### config.mk
export PLATFORM = sky130hd
export DESIGN_NAME = khopca_cluster_weight_engine_top
export DESIGN_NICKNAME = d
export VERILOG_FILES = /design/src/rtl/khopca_pkg.sv /design/src/rtl/khopca_nbr_mem.sv /design/src/rtl/khopca_cluster_weight_engine_top.sv
export SDC_FILE = /design/constraint.sdc
export NUM_CORES = 2
export LEC_CHECK = 0
export ABC_CLOCK_PERIOD_IN_PS = 13100
export BUFFER_PORTS_ARGS = -buffer_cell sky130_fd_sc_hd__buf_2
export CELL_PAD_IN_SITES_DETAIL_PLACEMENT = 1
export CELL_PAD_IN_SITES_GLOBAL_PLACEMENT = 1
export CORE_MARGIN = 1
export CORE_UTILIZATION = 40
export DETAILED_ROUTE_END_ITERATION = 10
export PLACE_DENSITY = 0.72
export RECOVER_POWER = 25
export SKIP_CTS_REPAIR_TIMING = 1
export SLEW_MARGIN = 5
export SYNTH_ARGS = -nofsm -noshare
export SYNTH_HDL_FRONTEND = slang
export SYNTH_HIERARCHICAL = 1
export SYNTH_SLANG_ARGS = --single-unit
### constraint.sdc
create_clock -name clk_i -period 13.1 [get_ports clk_i]
set_input_delay 2.62 -clock clk_i [delete_from_list [all_inputs] [get_ports clk_i]]
set_output_delay 2.62 -clock clk_i [all_outputs]
set_load 0.03 [all_outputs]
### src/rtl/khopca_pkg.sv
// Shared types and constants for the k-hop clustering weight engine.
// Used by khopca_nbr_mem and khopca_cluster_weight_engine_top; no dependencies.
package khopca_pkg;

  // Table geometry.
  localparam int TABLE_DEPTH = 16;
  localparam int IDX_W       = $clog2(TABLE_DEPTH);
  localparam int CNT_W       = $clog2(TABLE_DEPTH + 1);

  // Field widths.
  localparam int ADDR_W     = 32;
  localparam int WEIGHT_W   = 8;
  localparam int POWER_W    = 16;
  localparam int TIME_W     = 32;
  localparam int CFG_IDX_W  = 2;
  localparam int CFG_DATA_W = 32;
  localparam int COUNT_O_W  = 5;

  // Item kinds carried in the mode field.
  localparam logic MODE_REPORT = 1'b0;
  localparam logic MODE_TICK   = 1'b1;

  // Configuration register indexes.
  localparam logic [CFG_IDX_W-1:0] CFG_MAX_WEIGHT     = 2'd0;
  localparam logic [CFG_IDX_W-1:0] CFG_MIN_WEIGHT     = 2'd1;
  localparam logic [CFG_IDX_W-1:0] CFG_INITIAL_WEIGHT = 2'd2;
  localparam logic [CFG_IDX_W-1:0] CFG_EXPIRE_TICKS   = 2'd3;

  // Configuration reset values.
  localparam logic [WEIGHT_W-1:0] RST_MAX_WEIGHT     = 8'd4;
  localparam logic [WEIGHT_W-1:0] RST_MIN_WEIGHT     = 8'd1;
  localparam logic [WEIGHT_W-1:0] RST_INITIAL_WEIGHT = 8'd1;
  localparam logic [TIME_W-1:0]   RST_EXPIRE_TICKS   = 32'd11;

  // One neighbor table entry as stored in the memory.
  typedef struct packed {
    logic [ADDR_W-1:0]   addr;
    logic [WEIGHT_W-1:0] weight;
    logic [POWER_W-1:0]  power;
    logic [TIME_W-1:0]   stamp;
  } entry_t;

  // Write request into the neighbor memory.
  typedef struct packed {
    logic             en;
    logic [IDX_W-1:0] addr;
    entry_t           data;
  } mem_wr_t;

  // Sequencer states.
  typedef enum logic [1:0] {
    ST_IDLE,
    ST_WALK,
    ST_DRAIN,
    ST_FINISH
  } state_e;

  // Decrement that stops at zero.
  function automatic logic [WEIGHT_W-1:0] dec_sat(input logic [WEIGHT_W-1:0] v);
    dec_sat = (v == '0) ? v : v - WEIGHT_W'(1);
  endfunction

endpackage

### src/rtl/khopca_nbr_mem.sv
// Neighbor table storage: one synchronous memory, one write and one read port.
// Depends on khopca_pkg for the entry layout and table depth.
module khopca_nbr_mem (
  input  logic                           clk_i,
  input  khopca_pkg::mem_wr_t            wr_i,
  input  logic [khopca_pkg::IDX_W-1:0]   rd_addr_i,
  output khopca_pkg::entry_t             rd_data_o
);
  import khopca_pkg::*;

  entry_t mem_q [TABLE_DEPTH];
  entry_t rd_data_q;

  // Write port.
  always_ff @(posedge clk_i) begin
    if (wr_i.en) begin
      mem_q[wr_i.addr] <= wr_i.data;
    end
  end

  // Registered read port: the word appears in the cycle after its address.
  always_ff @(posedge clk_i) begin
    rd_data_q <= mem_q[rd_addr_i];
  end

  assign rd_data_o = rd_data_q;

endmodule

### src/rtl/khopca_cluster_weight_engine_top.sv
// Top level of the k-hop clustering weight engine: sequencer, valid bits and rules.
// Depends on khopca_pkg and khopca_nbr_mem.
//
//   Channel  | Handshake               | Payload
//   ---------+-------------------------+--------------------------------------------
//   in       | in_valid_i / in_ready_o | mode, now_time, sender_*, own_power
//   out      | out_valid_o/out_ready_i | weight, is_head, weight_changed,
//            |                         | neighbor_count, report_dropped
//   cfg      | cfg_we_i (no wait)      | cfg_index_i, cfg_data_i
//
// An item is accepted in the idle state, then walks the table with one memory read
// per table entry, drains the last read and finishes.
// The walk is set by the single read port of the neighbor memory.
// Reset clears all valid bits at once and loads the own weight; no clearing pass.
// A result waits in the output register; the next item is accepted meanwhile, and
// it holds in its finishing cycle until the previous result has been transferred.
module khopca_cluster_weight_engine_top (
  input  logic                                 clk_i,
  input  logic                                 rst_ni,
  // Input channel.
  input  logic                                 in_valid_i,
  output logic                                 in_ready_o,
  input  logic                                 mode_i,
  input  logic [khopca_pkg::TIME_W-1:0]        now_time_i,
  input  logic [khopca_pkg::ADDR_W-1:0]        sender_addr_i,
  input  logic [khopca_pkg::WEIGHT_W-1:0]      sender_weight_i,
  input  logic [khopca_pkg::POWER_W-1:0]       sender_power_i,
  input  logic [khopca_pkg::POWER_W-1:0]       own_power_i,
  // Output channel.
  output logic                                 out_valid_o,
  input  logic                                 out_ready_i,
  output logic [khopca_pkg::WEIGHT_W-1:0]      weight_o,
  output logic                                 is_head_o,
  output logic                                 weight_changed_o,
  output logic [khopca_pkg::COUNT_O_W-1:0]     neighbor_count_o,
  output logic                                 report_dropped_o,
  // Configuration port.
  input  logic                                 cfg_we_i,
  input  logic [khopca_pkg::CFG_IDX_W-1:0]     cfg_index_i,
  input  logic [khopca_pkg::CFG_DATA_W-1:0]    cfg_data_i
);
  import khopca_pkg::*;

  // Configuration registers.
  logic [WEIGHT_W-1:0] max_weight_q, min_weight_q;
  logic [TIME_W-1:0]   expire_q;

  // Sequencer and item registers.
  state_e              state_q, state_d;
  logic [IDX_W-1:0]    idx_q;
  logic                rd_pend_q;
  logic [IDX_W-1:0]    rd_idx_q;
  logic                mode_q;
  logic [TIME_W-1:0]   now_q;
  logic [ADDR_W-1:0]   addr_q;
  logic [WEIGHT_W-1:0] sw_q;
  logic [POWER_W-1:0]  sp_q;
  logic [POWER_W-1:0]  op_q;

  // Walk results.
  logic                found_q;
  logic                free_found_q;
  logic [IDX_W-1:0]    free_q;
  logic [WEIGHT_W-1:0] max_nbr_q;
  logic                stronger_q;

  // Table state outside the memory.
  logic [TABLE_DEPTH-1:0] valid_q;
  logic [CNT_W-1:0]       count_q;
  logic [WEIGHT_W-1:0]    own_weight_q;

  // Output register.
  logic                out_valid_q;
  logic [WEIGHT_W-1:0] out_weight_q;
  logic                out_head_q;
  logic                out_changed_q;
  logic [CNT_W-1:0]    out_count_q;
  logic                out_dropped_q;

  // Memory interface.
  mem_wr_t mem_wr;
  entry_t  rd_data;

  khopca_nbr_mem u_mem (
    .clk_i     (clk_i),
    .wr_i      (mem_wr),
    .rd_addr_i (idx_q),
    .rd_data_o (rd_data)
  );

  // Handshake terms.
  logic in_xfer, fin_go, last_idx;
  assign in_xfer  = in_valid_i && in_ready_o;
  assign fin_go   = (state_q == ST_FINISH) && (!out_valid_q || out_ready_i);
  assign last_idx = (idx_q == IDX_W'(TABLE_DEPTH - 1));
  assign in_ready_o = (state_q == ST_IDLE);

  // Per-entry evaluation of the word that just came out of the memory.
  logic [TIME_W:0]   limit;
  logic [TIME_W-1:0] age;
  logic              ent_valid, ent_hit, ent_stale;
  assign limit     = {1'b0, expire_q} + (TIME_W + 1)'(1);
  assign age       = now_q - rd_data.stamp;
  assign ent_valid = valid_q[rd_idx_q];
  assign ent_hit   = rd_pend_q && (mode_q == MODE_REPORT) && ent_valid &&
                     (rd_data.addr == addr_q);
  assign ent_stale = rd_pend_q && (mode_q == MODE_TICK) && ent_valid &&
                     ({1'b0, age} > limit);

  // Report completion terms.
  logic do_insert, do_drop;
  assign do_insert = fin_go && (mode_q == MODE_REPORT) && !found_q && free_found_q;
  assign do_drop   = (mode_q == MODE_REPORT) && !found_q && !free_found_q;

  // Memory writes: overwrite a matching entry during the walk, insert at the end.
  always_comb begin
    mem_wr.en   = ent_hit || do_insert;
    mem_wr.addr = ent_hit ? rd_idx_q : free_q;
    mem_wr.data = '{addr: addr_q, weight: sw_q, power: sp_q, stamp: now_q};
  end

  // Clustering rules on a tick, applied in order after expiry.
  logic                warm;
  logic [WEIGHT_W-1:0] w1, w2, w3, w4, w_rule, w_new;
  always_comb begin
    warm = ({1'b0, now_q} > limit);
    w1 = (max_nbr_q > own_weight_q) ? max_nbr_q - WEIGHT_W'(1) : own_weight_q;
    w2 = (max_nbr_q == min_weight_q && w1 == min_weight_q) ? max_weight_q : w1;
    w3 = (max_nbr_q <= w2 && w2 != max_weight_q && max_nbr_q != '0) ?
         dec_sat(w2) : w2;
    w4 = (max_nbr_q == max_weight_q && w3 == max_weight_q && stronger_q) ?
         dec_sat(w3) : w3;
    w_rule = (count_q == '0) ? min_weight_q : w4;
    w_new  = ((mode_q == MODE_TICK) && warm) ? w_rule : own_weight_q;
  end

  // Count after the finishing step.
  logic [CNT_W-1:0] count_fin;
  assign count_fin = do_insert ? count_q + CNT_W'(1) : count_q;

  // Next state.
  always_comb begin
    state_d = state_q;
    unique case (state_q)
      ST_IDLE:   if (in_xfer) state_d = ST_WALK;
      ST_WALK:   if (last_idx) state_d = ST_DRAIN;
      ST_DRAIN:  state_d = ST_FINISH;
      ST_FINISH: if (fin_go) state_d = ST_IDLE;
      default:   state_d = ST_IDLE;
    endcase
  end

  always_ff @(posedge clk_i or negedge rst_ni) begin
    if (!rst_ni) begin
      state_q <= ST_IDLE;
    end else begin
      state_q <= state_d;
    end
  end

  // Configuration registers; the initial weight goes straight into the own weight.
  always_ff @(posedge clk_i or negedge rst_ni) begin
    if (!rst_ni) begin
      max_weight_q     <= RST_MAX_WEIGHT;
      min_weight_q     <= RST_MIN_WEIGHT;
      expire_q         <= RST_EXPIRE_TICKS;
    end else if (cfg_we_i) begin
      unique case (cfg_index_i)
        CFG_MAX_WEIGHT:     max_weight_q     <= cfg_data_i[WEIGHT_W-1:0];
        CFG_MIN_WEIGHT:     min_weight_q     <= cfg_data_i[WEIGHT_W-1:0];
        CFG_INITIAL_WEIGHT: ;
        CFG_EXPIRE_TICKS:   expire_q         <= cfg_data_i[TIME_W-1:0];
        default: ;
      endcase
    end
  end

  // Own weight, valid bits and entry count.
  always_ff @(posedge clk_i or negedge rst_ni) begin
    if (!rst_ni) begin
      own_weight_q <= RST_INITIAL_WEIGHT;
      valid_q      <= '0;
      count_q      <= '0;
    end else begin
      if (cfg_we_i && cfg_index_i == CFG_INITIAL_WEIGHT) begin
        own_weight_q <= cfg_data_i[WEIGHT_W-1:0];
      end else if (fin_go) begin
        own_weight_q <= w_new;
      end
      if (ent_stale) begin
        valid_q[rd_idx_q] <= 1'b0;
        count_q           <= count_q - CNT_W'(1);
      end else if (do_insert) begin
        valid_q[free_q] <= 1'b1;
        count_q         <= count_fin;
      end
    end
  end

  // Walk control: read index and the pending read marker.
  always_ff @(posedge clk_i or negedge rst_ni) begin
    if (!rst_ni) begin
      idx_q     <= '0;
      rd_pend_q <= 1'b0;
    end else begin
      rd_pend_q <= (state_q == ST_WALK);
      if (state_q == ST_WALK) begin
        idx_q <= last_idx ? '0 : idx_q + IDX_W'(1);
      end
    end
  end

  // Item payload and walk accumulators.
  always_ff @(posedge clk_i) begin
    rd_idx_q <= idx_q;
    if (in_xfer) begin
      mode_q       <= mode_i;
      now_q        <= now_time_i;
      addr_q       <= sender_addr_i;
      sw_q         <= sender_weight_i;
      sp_q         <= sender_power_i;
      op_q         <= own_power_i;
      found_q      <= 1'b0;
      free_found_q <= 1'b0;
      free_q       <= '0;
      max_nbr_q    <= '0;
      stronger_q   <= 1'b0;
    end else if (rd_pend_q) begin
      if (ent_hit) begin
        found_q <= 1'b1;
      end
      if (!ent_valid && !free_found_q) begin
        free_found_q <= 1'b1;
        free_q       <= rd_idx_q;
      end
      // Surviving neighbors feed the rule inputs.
      if ((mode_q == MODE_TICK) && ent_valid && !ent_stale) begin
        if (rd_data.weight > max_nbr_q) begin
          max_nbr_q <= rd_data.weight;
        end
        if (rd_data.power > op_q) begin
          stronger_q <= 1'b1;
        end
      end
    end
  end

  // Output register.
  always_ff @(posedge clk_i or negedge rst_ni) begin
    if (!rst_ni) begin
      out_valid_q <= 1'b0;
    end else if (fin_go) begin
      out_valid_q <= 1'b1;
    end else if (out_ready_i) begin
      out_valid_q <= 1'b0;
    end
  end

  always_ff @(posedge clk_i) begin
    if (fin_go) begin
      out_weight_q  <= w_new;
      out_head_q    <= (w_new == max_weight_q);
      out_changed_q <= (w_new != own_weight_q);
      out_count_q   <= count_fin;
      out_dropped_q <= do_drop;
    end
  end

  assign out_valid_o      = out_valid_q;
  assign weight_o         = out_weight_q;
  assign is_head_o        = out_head_q;
  assign weight_changed_o = out_changed_q;
  assign neighbor_count_o = COUNT_O_W'(out_count_q);
  assign report_dropped_o = out_dropped_q;

endmodule
# Yosys cells after proc, flatten, opt, wreduce, memory -nomap -nowiden
# Memories as Yosys holds them, arrays and structs flattened. A register that Yosys moved wholly into a read port is not among the register bits.
# Index checks and enable logic that the tools add are counted.
# Widths: inputs -> output; s select.
# op_classes
n_reduce_logical	49
n_eq_ne	18
n_mux	31
bitwise	4
magnitude_cmp	10
addsub	8
# op_table
operator	count
$mux 8	10
$gt 32x33->1	2
$eq 8x8->1	5
$add 32x1->33 const B	1
$eq 32x32->1	1
$mux 16	2
$sub 32x32->32	1
$logic_and 1x1->1	25
$sub 8x1->8 const B	3
$and 16x16->16	1
$gt 16x16->1	1
$gt 8x8->1	2
$logic_not 8->1	2
$ne 8x8->1	2
$not 16->16	1
$or 16x16->16	1
$mux 5	3
$lt 4x5->1 const B	2
$reduce_and 2->1	5
$reduce_and 3->1	3
$demux 1 s4	2
$eq 2x2->1 const B	4
$ge 4x1->1 const B	2
$le 8x8->1	1
19 further kinds	38
# word_totals
mem_bits_rw	1408
input_bits	144
regBits	225
n_memories	1
# mem_list
name	depth	word_bits	read_ports	rd_clocked_by_memory_dff	wr	line	rtl
u_mem.mem_q	16	88	1	1	1	khopca_nbr_mem.sv:11	entry_t mem_q [TABLE_DEPTH];

# Longest topological paths before layout
# logic_depth
depth_word	17
ltp_mapped	35
mapped_depth_nobuf	34

# Hierarchy
# Netlist, hierarchy kept.
# modules_own_cells
mod	cells_each	seq_area_each_um2	area_per_inst_um2	n_inst
khopca_nbr_mem	2256	44042.2	54360.9	1
khopca_cluster_weight_engine_top	1561	6148.4	15770.1	1

# Worst setup path after synthesis
# Ideal clock, no wire load.
# synth_timing
kind	input port to flip-flop
startpoint	input out_ready_i
endpoint	memory u_mem/mem_q[0][0] (netlist name), enable pin
slack_ns	2.820
t_arrival_ns	9.638
required_ns	12.458
cell_stages	7
setup_time_ns	0.642
n_path_buf	0
cell_sequence	nand2b_1 -> nand2_1 -> inv_1 -> nand3_1 -> o21ai_0 -> or3b_1 -> nor3_1
# synth_lines
element	line	rtl
start, declared	khopca_cluster_weight_engine_top.sv:31	input logic out_ready_i,
end, declared	khopca_nbr_mem.sv:11	

# Worst setup path after layout
# layout_timing
startpoint	register own_weight_q[4]
endpoint	register out_changed_q, in the netlist weight_changed_o (data pin)
# layout_via
elab_chain_cells	16
# layout_rtl
element	line	rtl
start, declared	khopca_cluster_weight_engine_top.sv:70	logic [WEIGHT_W-1:0] own_weight_q;
start signal, assigned	khopca_cluster_weight_engine_top.sv:186	own_weight_q <= cfg_data_i[WEIGHT_W-1:0];
start signal, assigned	khopca_cluster_weight_engine_top.sv:188	own_weight_q <= w_new;
parallel branches: the longest is 15 deep, another holds $gt 8x8->1	-	
$ne 8x8->1 (*)	khopca_cluster_weight_engine_top.sv:263	out_changed_q <= (w_new != own_weight_q);
end signal, assigned	khopca_cluster_weight_engine_top.sv:263	
end, declared	khopca_cluster_weight_engine_top.sv:76	logic out_changed_q;
# Mark *: on every way between the ends.
# A chain may end at the register's enable or synchronous reset.

==> metrics.txt <==
vias in the first global route=39700; maximum VDD drop=0.000176 V; RSZ-0062 raised after global routing=no; Die Wd=421 um; Avg Cell Area, Syn=18.4 um^2; Final ANT Viol Nets=0; Root Driver=clkbuf_16; final setup fails=0; Routed wire per std cell=28.6 um; initial antenna violation count=13; largest net degree at the start of global routing=137; post-place instance area=0.0737 mm^2; Syn Nets=4108; routed vias/inst=5.71; RePlAce Congestion=0.871; Post-Syn Instances=3817; Top FF cell, synth=edfxtp_1; Unique masters post-synth=107; H-tree levels=4; final WL=187000 um; Fmax achieved=97.1 MHz; slew margin rel.=25.0%; leading cell type in the layout, fill and taps excluded=edfxtp_1; DPL Wire Length=105000 um; first drt pass iteration count=5; Placed Cells incl. Taps=6203; Worst EP required=13.60 ns; Leakage=26.5 nW; final non-filler cell total=6538; register bit total from synthesis=1721; Sink Count=1721; Synth area leaders=edfxtp_1 65%, mux4_2 11%, dfxtp_1 3.1%, dfrtp_1 2.8%, ha_1 2.6%; worst hold path class=flop to flop; register area share after synthesis=71.6%; EDFF count, synth=1529; I/O pin count=162; first-pass GRT wire length=273000 um; power per cell area=229 mW/mm^2; status=complete, no violations; Setup Skew=0.0647 ns; worst-path fanout max=25; core area=0.174 mm^2; Synth area leader=edfxtp_1; type of origin of the critical path=flop; total CTS buffers=177; Critical Path Sink Type=flop; Row Count=153; GRT overflow=0; routed vias=37300; Setup TNS=0 ns; cell area after synthesis=0.0701 mm^2; die height=421 um; crit path DAT=10.79 ns; most frequent cells in the layout=1529 x edfxtp_1, 357 x mux4_2, 178 x a22oi_1, 178 x clkbuf_16, 176 x nand2_1; CTS tree=built; worst setup path class=flop to flop; post-synth top area share=65.5%; worst skew pair latency=0.83 ns; Area growth syn-to-layout=13.4%; layout cells sized above 1=23.1%; Slew @ Worst Pin=1.12 ns; period utilization=78.6%; Tmin final=10.30 ns; fillers=16300; Pins Over Slew Limit=0; drt drc=0; fin area=0.0795 mm^2; Final Hold Viols=0; Final #Nets=4348; die area=0.177 mm^2; I/O Buffers=161; drt initial violations=3628; Total GRT Usage=21.3%; yosys warns=6; CTS max path bufs=3; MaxCap Viol Count=0; initial core utilization=40.3%; asr flop ratio synth=4.94%; # diodes=0; Clk pin slew, worst setup/hold paths=0.06 ns
==> power breakdown <==
part / total (mW) / switching (mW) / internal, mW
clock network: 5.03 / 2.16 / 2.87
registers: 7.10 / 0.532 / 6.57
logic: 6.12 / 3.58 / 2.53
total: 18.2 / 6.28 / 12.0
==> worst paths after layout <==
path,startpoint,endpoint,slack (ns),cells after the start
min in group asynchronous,rst_ni,max_weight_q[0],1.79,1
max in group asynchronous,rst_ni,idx_q[1],10.05,2
max reg2reg,own_weight_q[4],weight_changed_o,2.80,27
min,valid_q[5],valid_q[5],0.50,1
min reg2reg,valid_q[5],valid_q[5],0.50,1
max,own_weight_q[4],weight_changed_o,2.80,27
==> per-stage QoR <==
stage / worst slack [ns] / hold slack [ns] / power, mW / util (%)
6_report: 2.80 / 0.504 / 18.2 / 45.7
4_1_cts: 2.86 / 0.506 / 18.4 / 45.7
2_1_floorplan: 2.82 / 0.421 / 11.5 / -
3_3_place_gp: 3.07 / 0.460 / 13.2 / 42.3
3_5_place_dp: 2.84 / 0.489 / 13.3 / 42.3
5_1_grt: 1.91 / 0.522 / 19.1 / 45.7
==> cell usage after synthesis, drive strengths merged, types with 5 or more instances <==
| library cell | number |
|---|---|
| or4 | 5 |
| xor2 | 73 |
| o211a | 5 |
| dfxtp | 107 |
| dfrtp | 79 |
| a31oi | 23 |
| edfxtp | 1529 |
| clkbuf | 83 |
| or3 | 12 |
| xnor2 | 68 |
| nand4 | 48 |
| nand3 | 38 |
| o21a | 20 |
| a211oi | 11 |
| o2111ai | 8 |
| o21ai | 67 |
| dfstp | 6 |
| buf | 85 |
| mux2 | 55 |
| o311ai | 5 |
| nand2 | 179 |
| a21oi | 107 |
| or2 | 10 |
| o21bai | 6 |
| inv | 104 |
| nor3 | 38 |
| a22oi | 179 |
| and2 | 13 |
| nor3b | 5 |
| ha | 146 |
| nand2b | 15 |
| nor2 | 123 |
| mux2i | 26 |
| mux4 | 357 |
| o22ai | 6 |
| and3 | 16 |
| o211ai | 9 |
| nor2b | 24 |
| a2111oi | 7 |
| a21o | 25 |
| nor4 | 16 |
| o31ai | 12 |
| o41ai | 5 |
==> metal layers <==
metal	track usage [%]	wire (um)
met1	28.0	78100
met5	0	74
met3	3.04	8840
met2	36.9	95600
met4	5.55	4050
==> logic make-up (layout without fill, tap and decap cells) <==
kind of cell / Yosys count / in the layout / synth area share [%]
adder cells (fa/ha/maj): 147 / 147 / 2.63
XOR/XNOR: 142 / 142 / 1.79
buffers and inverters: 274 / 670 / 1.92
AND/OR/NAND/NOR: 558 / 558 / 3.92
multiplexers: 438 / 438 / 12.7
flip-flops: 1721 / 1721 / 71.6
AO/OA/AOI/OAI: 537 / 537 / 5.44
==> worst max-delay path, cell delays in order, from the launching register on <==
cell and delay, ns:
dfrtp_1 0.46, clkinv_1 0.39, ha_1 0.42, nand4_1 0.21
a21o_1 0.26, a21oi_2 0.79, o21ai_0 0.43, a2111oi_4 0.66
nand2_2 0.49, a21oi_1 0.72, ha_1 0.24, nand3_1 0.08
nor2_1 0.39, nand3_1 0.25, or3_2 0.45, a22oi_1 0.21
nor2_2 0.12, or2_0 0.43, a221oi_4 0.44, and3_2 0.25
o32ai_2 0.12, or4_4 0.59, o31ai_1 0.49, nor2_1 0.07
a221oi_1 0.30, a211oi_1 0.12, a2111oi_0 0.41, a41oi_1 0.18
==> registers in the layout, indices dropped and copies added (netlist names), 8 cells and up <==
| name | count |
|---|---|
| u_mem/mem_q | 1408 |
| u_mem/rd_data_o | 88 |
| weight_o | 8 |
| valid_q | 16 |
| max_nbr_q | 8 |
| now_q | 32 |
| sw_q | 8 |
| op_q | 16 |
| min_weight_q | 8 |
| own_weight_q | 8 |
| addr_q | 32 |
| expire_q | 32 |
| sp_q | 16 |
| max_weight_q | 8 |
==> cell type report <==
class	count	area, um^2	area share [%]
Timing Repair Buffer	229	1400	1.75
Tap cell	2325	2910	3.66
Clock buffer	241	4820	6.06
Clock inverter	94	1050	1.32
Multi-Input combinational cell	1822	18700	23.6
Sequential cell	1721	50200	63.1
Inverter	106	398	0.500
Note: power is estimated with default switching activity, not from simulation.
